==> src/hw/rtl/plc_pkg.sv <==
`timescale 1ns / 1ps
// Shared types and constants for the piecewise-linear curve lookup.
// Depends on nothing; every other file of the block uses it.
package plc_pkg;

	localparam int TABLE_DEPTH = 64;
	localparam int FRAC_BITS   = 16;

	localparam int DATA_W    = 32;
	localparam int CNT_W     = 7;
	localparam int PIDX_W    = 6;
	localparam int SEG_W     = 6;
	localparam int IDX_W     = $clog2(TABLE_DEPTH);
	localparam int DIV_W     = DATA_W + FRAC_BITS;
	localparam int DIV_CNT_W = $clog2(DIV_W);
	localparam int PRD_W     = 2 * DATA_W - FRAC_BITS;
	localparam int SUM_W     = PRD_W + 2;

	localparam logic [DATA_W-1:0] S_MAX = {1'b0, {(DATA_W-1){1'b1}}};
	localparam logic [DATA_W-1:0] S_MIN = {1'b1, {(DATA_W-1){1'b0}}};

	localparam logic REQ_QUERY = 1'b0;
	localparam logic REQ_LOAD  = 1'b1;

	typedef enum logic [3:0] {
		ST_IDLE,
		ST_CHK_LAST,
		ST_CHK_FIRST,
		ST_SCAN,
		ST_FETCH_HI,
		ST_FETCH_LO,
		ST_GET_LO,
		ST_SETUP,
		ST_DIV,
		ST_SLOPE,
		ST_MUL,
		ST_SUM
	} plc_state_t;

	typedef struct packed {
		logic              req_type;
		logic [PIDX_W-1:0] point_index;
		logic [DATA_W-1:0] point_flux_sq;
		logic [DATA_W-1:0] point_reluct;
		logic [DATA_W-1:0] query_flux_sq;
	} plc_req_t;

	typedef struct packed {
		logic             wr_en;
		logic             rd_en;
		logic [IDX_W-1:0] rd_addr;
		logic             capture_query;
		logic             cap_hi;
		logic             cap_lo;
		logic             setup;
		logic             base_hi;
		logic             div_start;
		logic             slope_en;
		logic             mul_en;
		logic             out_load;
		logic [IDX_W-1:0] seg;
	} plc_cmd_t;

	typedef struct packed {
		logic flux_ge;
		logic den_zero;
		logic div_done;
	} plc_status_t;

endpackage

==> src/hw/rtl/plc_ctrl.sv <==
`timescale 1ns / 1ps
// Sequencer: breakpoint search, operand fetch, divide/multiply steps, result handoff.
// Depends on plc_pkg; drives plc_datapath through command and status structs.
module plc_ctrl (
	input  logic                       clk,
	input  logic                       arst_n,
	input  logic                       in_valid,
	output logic                       in_ready,
	input  logic                       in_req_type,
	output logic                       out_valid,
	input  logic                       out_ready,
	input  logic                       cfg_valid,
	output logic                       cfg_ready,
	input  logic [plc_pkg::CNT_W-1:0]  cfg_data,
	output plc_pkg::plc_cmd_t          cmd,
	input  plc_pkg::plc_status_t       status
);
	import plc_pkg::*;

	plc_state_t       state_q, state_d;
	logic [CNT_W-1:0] point_count_q;
	logic [IDX_W-1:0] last_q, last_d;
	logic [IDX_W-1:0] idx_q;
	logic [IDX_W-1:0] hi_q;
	logic             base_hi_q;
	logic             out_valid_q;
	logic             accept, query_acc;
	logic             scan_hit;

	// Clamp the breakpoint count to 2..TABLE_DEPTH, keep index of the last one.
	always_comb begin
		if (point_count_q < CNT_W'(2))
			last_d = IDX_W'(1);
		else if (int'(point_count_q) > TABLE_DEPTH)
			last_d = IDX_W'(TABLE_DEPTH - 1);
		else
			last_d = IDX_W'(point_count_q - CNT_W'(1));
	end

	always_comb begin
		accept    = in_valid && (state_q == ST_IDLE);
		query_acc = accept && (in_req_type == REQ_QUERY);
		scan_hit  = !status.flux_ge || (idx_q == last_q);
	end

	always_comb begin
		state_d = state_q;
		unique case (state_q)
			ST_IDLE:      if (query_acc) state_d = ST_CHK_LAST;
			ST_CHK_LAST:  state_d = status.flux_ge ? ST_FETCH_HI : ST_CHK_FIRST;
			ST_CHK_FIRST: state_d = status.flux_ge ? ST_SCAN : ST_FETCH_HI;
			ST_SCAN:      if (scan_hit) state_d = ST_FETCH_HI;
			ST_FETCH_HI:  state_d = ST_FETCH_LO;
			ST_FETCH_LO:  state_d = ST_GET_LO;
			ST_GET_LO:    state_d = ST_SETUP;
			ST_SETUP:     state_d = status.den_zero ? ST_SUM : ST_DIV;
			ST_DIV:       if (status.div_done) state_d = ST_SLOPE;
			ST_SLOPE:     state_d = ST_MUL;
			ST_MUL:       state_d = ST_SUM;
			ST_SUM:       if (!out_valid_q || out_ready) state_d = ST_IDLE;
			default:      state_d = ST_IDLE;
		endcase
	end

	always_comb begin
		cmd         = '0;
		cmd.base_hi = base_hi_q;
		cmd.seg     = hi_q;
		in_ready    = 1'b0;
		unique case (state_q)
			ST_IDLE: begin
				in_ready          = 1'b1;
				cmd.wr_en         = accept && (in_req_type == REQ_LOAD);
				cmd.rd_en         = query_acc;
				cmd.rd_addr       = last_d;
				cmd.capture_query = query_acc;
			end
			ST_CHK_LAST: begin
				cmd.rd_en   = !status.flux_ge;
				cmd.rd_addr = '0;
			end
			ST_CHK_FIRST: begin
				cmd.rd_en   = status.flux_ge;
				cmd.rd_addr = IDX_W'(1);
			end
			ST_SCAN: begin
				// look one entry ahead while comparing the current one
				cmd.rd_en   = !scan_hit;
				cmd.rd_addr = idx_q + IDX_W'(1);
			end
			ST_FETCH_HI: begin
				cmd.rd_en   = 1'b1;
				cmd.rd_addr = hi_q;
			end
			ST_FETCH_LO: begin
				cmd.cap_hi  = 1'b1;
				cmd.rd_en   = 1'b1;
				cmd.rd_addr = hi_q - IDX_W'(1);
			end
			ST_GET_LO:    cmd.cap_lo = 1'b1;
			ST_SETUP: begin
				cmd.setup     = 1'b1;
				cmd.div_start = !status.den_zero;
			end
			ST_DIV:       cmd.slope_en = 1'b0;
			ST_SLOPE:     cmd.slope_en = 1'b1;
			ST_MUL:       cmd.mul_en = 1'b1;
			ST_SUM:       cmd.out_load = !out_valid_q || out_ready;
			default:      cmd = '0;
		endcase
	end

	always_ff @(posedge clk or negedge arst_n) begin
		if (!arst_n) begin
			state_q       <= ST_IDLE;
			point_count_q <= CNT_W'(2);
			last_q        <= IDX_W'(1);
			idx_q         <= '0;
			hi_q          <= IDX_W'(1);
			base_hi_q     <= 1'b0;
			out_valid_q   <= 1'b0;
		end else begin
			state_q <= state_d;
			if (cfg_valid)
				point_count_q <= cfg_data;
			if (query_acc)
				last_q <= last_d;
			unique case (state_q)
				ST_CHK_LAST: begin
					if (status.flux_ge) begin
						hi_q      <= last_q;
						base_hi_q <= 1'b1;
					end
				end
				ST_CHK_FIRST: begin
					if (status.flux_ge) begin
						idx_q <= IDX_W'(1);
					end else begin
						hi_q      <= IDX_W'(1);
						base_hi_q <= 1'b0;
					end
				end
				ST_SCAN: begin
					if (scan_hit) begin
						hi_q      <= idx_q;
						base_hi_q <= 1'b0;
					end else begin
						idx_q <= idx_q + IDX_W'(1);
					end
				end
				default: begin
				end
			endcase
			if (cmd.out_load)
				out_valid_q <= 1'b1;
			else if (out_ready)
				out_valid_q <= 1'b0;
		end
	end

	assign out_valid = out_valid_q;
	assign cfg_ready = 1'b1;

endmodule

==> config.mk <==
export PLATFORM = sky130hd
export DESIGN_NAME = plc_ctrl
export DESIGN_NICKNAME = d
export VERILOG_FILES = /design/src/hw/rtl/plc_pkg.sv /design/src/hw/rtl/plc_ctrl.sv
export SDC_FILE = /design/constraint.sdc
export NUM_CORES = 1
export LEC_CHECK = 0
export ABC_AREA = 1
export BUFFER_PORTS_ARGS = -buffer_cell sky130_fd_sc_hd__buf_2
export CAP_MARGIN = 20
export CORE_MARGIN = 1
export CORE_UTILIZATION = 56
export DETAILED_ROUTE_END_ITERATION = 8
export GPL_TIMING_DRIVEN = 0
export PLACE_DENSITY = 0.8
export SYNTH_ARGS = -nofsm -noshare
export SYNTH_HDL_FRONTEND = slang
export SYNTH_SLANG_ARGS = --single-unit
==> constraint.sdc <==
create_clock -name clk -period 2.7 [get_ports clk]
set_input_delay 0.27 -clock clk [delete_from_list [all_inputs] [get_ports clk]]
set_output_delay 0.27 -clock clk [all_outputs]
set_load 0.05 [all_outputs]
**Yosys cells after proc, flatten, opt, wreduce, memory -nomap -nowiden**

Cells that the tools add are included.

- Mux-type cells: 36
- Order comparisons: 2
- Equal/unequal tests: 20
- Reduce and logical (&&, ||, !) cells: 17
- Bitwise gates (word level): 1
- $add $sub $neg: 3

Operators by type and width:

| operator | number |
|---|---|
| $mux W6 | 8 |
| $pmux W4 S12 | 1 |
| $pmux W7 S6 | 1 |
| $pmux W6 S3 | 1 |
| $eq A4 B3 Y1 const B | 4 |
| $eq A4 B4 Y1 const B | 4 |
| $mux W1 | 16 |
| $mux W4 | 4 |
| $ne A2 B2 Y1 const B | 8 |
| $pmux W6 S2 | 1 |
| $reduce_or A12 Y1 | 1 |
| $sub A6 B1 Y6 const B | 2 |
| $eq A4 B2 Y1 const B | 2 |
| $reduce_and A4 Y1 | 2 |
| $gt A7 B7 Y1 const B | 1 |
| $lt A7 B2 Y1 const B | 1 |
| $add A6 B1 Y6 const B | 1 |
| $eq A6 B6 Y1 | 1 |
| $mux W3 | 2 |
| $eq A4 B1 Y1 const B | 1 |
| $logic_not A1 Y1 | 4 |
| $logic_not A4 Y1 | 1 |
| $reduce_bool A2 Y1 | 2 |
| $logic_and A1 B1 Y1 | 3 |
| 6 further kinds | 7 |

- Bits of input ports: 16
- Output and inout bits: 26
- Register bits: 31

**Logic depth before layout (Yosys ltp)**

- Depth in word-level cells: 5
- Mapped depth: 9
- Mapped depth without buffers: 9

**Worst setup path before layout**

Ideal clock, no wire load.

- Kind: reg-to-output
- From: register point_count_q[1]
- To: output port cmd[18] (netlist name)
- Buffers on the path: 0
- Required time: 2.430 ns
- Stages on the path, launching flop included: 7
- Slack: 0.386 ns
- Arrival time: 2.044 ns
- Cell sequence: dfstp_2 -> nor2_1 -> nand2_1 -> o21ai_0 -> nand2_1 -> nand2_1 -> o21ai_0

RTL lines:

| item | line | text |
|---|---|---|
| start: declaration | plc_ctrl.sv:21 | `logic [CNT_W-1:0] point_count_q;` |
| start signal: assignment | plc_ctrl.sv:125 | `point_count_q <= cfg_data;` |
| end: declaration | plc_ctrl.sv:15 | `output plc_pkg::plc_cmd_t cmd,` |

==> flow_metrics.tcl <==
set metrics [dict create \
    wire_per_inst_um 12.32 \
    yosysTopAreaCellShare_pct 31.50 \
    cp-end-kind "output port" \
    maxCapViolations 0 \
    cts_num_sinks 31 \
    clock.fmax_mhz 457.3 \
    r2r_cells 6 \
    worstSkewPairLatency_ns 0.28 \
    area_growth_pct 15.13 \
    ys_seq_area_share_pct 35.04 \
    synth_seq_cells 31 \
    synth.area.top_cells "dfrtp_1 (31%), nand2_1 (18%), inv_1 (9.3%), nor2_1 (7.1%), nand3_1 (6.3%)" \
    synth_area_um2 2225 \
    hold_viol 0 \
    multi_input_area_um2 1179 \
    synth_edf_count 0 \
    cts_setup_buffers 0 \
    min_path_type "in2async" \
    coreArea_um2 3744 \
    final_area_um2 2561 \
    grt_usage_pct 29.23 \
    synth_commonest_cells "nand2_1 (104), inv_1 (55), nor2_1 (42), dfrtp_1 (28), nand3_1 (28)" \
    finalCritPeriodShare_pct 80.99 \
    antennaDiodeCount 0 \
    yosys_warnings 0 \
    cp-start-kind "flop" \
    ys.flop_type "dfrtp_1" \
    grt_start_max_net_pins 32 \
    synth.net_count 355 \
    drc_errors 0 \
    avgSynthCellArea_um2 6.621 \
    syn_inst 336 \
    reg2reg_to "last_q[4]$_DFFE_PN0P_" \
    cts.repair.resized 0 \
    seq_area_um2 779.5 \
    max_slew.worst_pin.slew_ns 0.7195 \
    worstPathMaxFanout 10 \
    start_util_pct 59.43 \
    clk_path_buf_depth 2 \
    path_class "reg2out" \
    async_flop_share_pct 100.0 \
    row_count 22 \
    ant_nets 0 \
    hold_buffers 0 \
    initialDrtViolationCount 150 \
    drive_gt1_share_pct 18.54 \
    place_inst 424 \
    cts_tree "yes" \
    r2r-start "point_count_q[2]$_DFFE_PN0P_" \
    leakagePower_nw 1.486 \
    first_pass_iters 5 \
    vdd_drop_max_uv 653.3 \
    crit_start "state_q[3]$_DFFE_PN0P_" \
    period_minus_slack_ns 2.187 \
    nFillCells 356 \
    crit_path_end "cmd[18]" \
    finalSetupViolCount 0 \
    detailed_place_hpwl_um 4240 \
    crit_arrival_ns 1.92 \
    clk_pin_slew_worst_paths_ns 0.07 \
    die_h_um 65.03 \
    synth_most_common_cell "nand2_1" \
    grt_pass1_wl_um 9328 \
    fin_nets 402 \
    die_area_um2 4229 \
    place_area_um2 2485 \
    cp.required_ns 2.43 \
    num_vias 2290 \
    die_x_um 65.03 \
    drt-total-wl_um 5312 \
    p_per_area_nw_per_um2 1240 \
    r2r_slack_ns 1.19 \
    skew_ns 0.007498 \
    grt-ovfl-total 0 \
    cts_buffers 5 \
    grt_pass1_vias 2124 \
    rsz0062_at_grt "no" \
    status "finished, final reports clean" \
    max_slew_margin_pct 52.03 \
    yosysTopAreaCell "dfrtp_1" \
    yosysUniqueCellTypes 34 \
    setup_tns_ns 0 \
    gp_congestion 0.9034 \
    cts_root_buf "clkbuf_8" \
    vias_per_cell 5.313 \
    grt_antenna_before_repair 0 \
    io_pins 42 \
    slew_viol_final 0 \
    htree_num_levels 2 \
    final_util_pct 68.42 \
    port_buffers 40 \
    instances_no_fill 431 \
]
-- through the flow --
step / hold WS [ns] / total power (W) / setup slack (ns)
after floorplan: -0.02559 / 0.002388 / 0.3860
after detailed placement: 0.3627 / 0.002836 / 0.8104
after global placement: 0.3616 / 0.002800 / 0.7951
after CTS: 0.06038 / 0.003180 / 0.5067
after global routing: 0.08979 / 0.003435 / 0.3183
final: 0.03900 / 0.003177 / 0.5132
-- how the worst min path moves through the flow --
stage | startpoint | slack [ns] | depth (start not counted) | to
after floorplan | arst_n | -0.03 | 0 | base_hi_q$_DFFE_PN0P_
after global placement | arst_n | 0.36 | 1 | idx_q[2]$_DFFE_PN0P_
after detailed placement | arst_n | 0.36 | 1 | idx_q[2]$_DFFE_PN0P_
after CTS | arst_n | 0.06 | 1 | idx_q[2]$_DFFE_PN0P_
after global routing | arst_n | 0.09 | 1 | idx_q[5]$_DFFE_PN0P_
final | arst_n | 0.04 | 1 | idx_q[2]$_DFFE_PN0P_
-- sequential cells by signal, indices dropped and copies added (netlist names) --
signal / flops
point_count_q: 7
hi_q: 6
idx_q: 6
last_q: 6
state_q: 4
base_hi_q: 1
out_valid: 1
-- routing by layer --
layer | GRT usage (%) | vias up | part of all wire [%]
li1 | - | 1153 | -
met3 | 4.577 | 20 | 5.0
met5 | 0 | - | 0
met1 | 36.26 | 1034 | 44
met2 | 48.44 | 83 | 47
met4 | 15.76 | 0 | 4.2
-- cell usage in the layout (no fill, tap or decap), types with 2 or more instances in the layout --
cell,Yosys,layout
inv_2,3,3
a21oi_1,5,5
nand2_2,3,3
nand4_1,4,4
o211ai_1,2,2
nand3_1,28,28
o21ai_0,21,21
nor3_1,4,4
nand2_1,104,104
buf_2,0,40
o22ai_1,6,6
ha_1,3,3
nor2_1,42,42
dfstp_2,3,3
nand2_4,4,4
clkbuf_8,0,5
clkbuf_1,1,3
dfrtp_1,28,28
nor2_4,3,3
inv_1,55,55
buf_6,2,2
-- cell families after synthesis --
family          count (synthesis)  synth area share (%)
compound gates                 39                 9.843
buf+inv                        63                 11.98
fa+ha+maj                       3                 1.687
xor+xnor                        2                0.7875
simple gates                  197                 40.49
flops                          31                 35.04
other cells                     1                0.1686
-- critical path, stage by stage, from the launching register on --
cell and delay, ns:
dfrtp_1 0.47, nor2_4 0.27, nand2_4 0.09, buf_6 0.15
nor2_1 0.09, nand2_1 0.07, nand2_1 0.06, nor2_1 0.05
o21ai_0 0.08, buf_2 0.30
-- report_power, final --
| group | leakage [nW] | internal, W | switching [W] |
|---|---|---|---|
| clock network | 0.0383 | 0.000177 | 0.000163 |
| logic | 1.06 | 0.000553 | 0.00151 |
| registers | 0.388 | 0.000625 | 0.000150 |
-- area by class of cell --
cell class	instances	share of cell area [%]
Buffer	5	1.905
Multi-Input combinational cell	242	46.02
Inverter	58	8.500
Timing Repair Buffer	40	7.816
Clock buffer	7	2.980
Tap cell	48	2.345
Sequential cell	31	30.43
No activity file was read; power rests on OpenSTA's default activity.
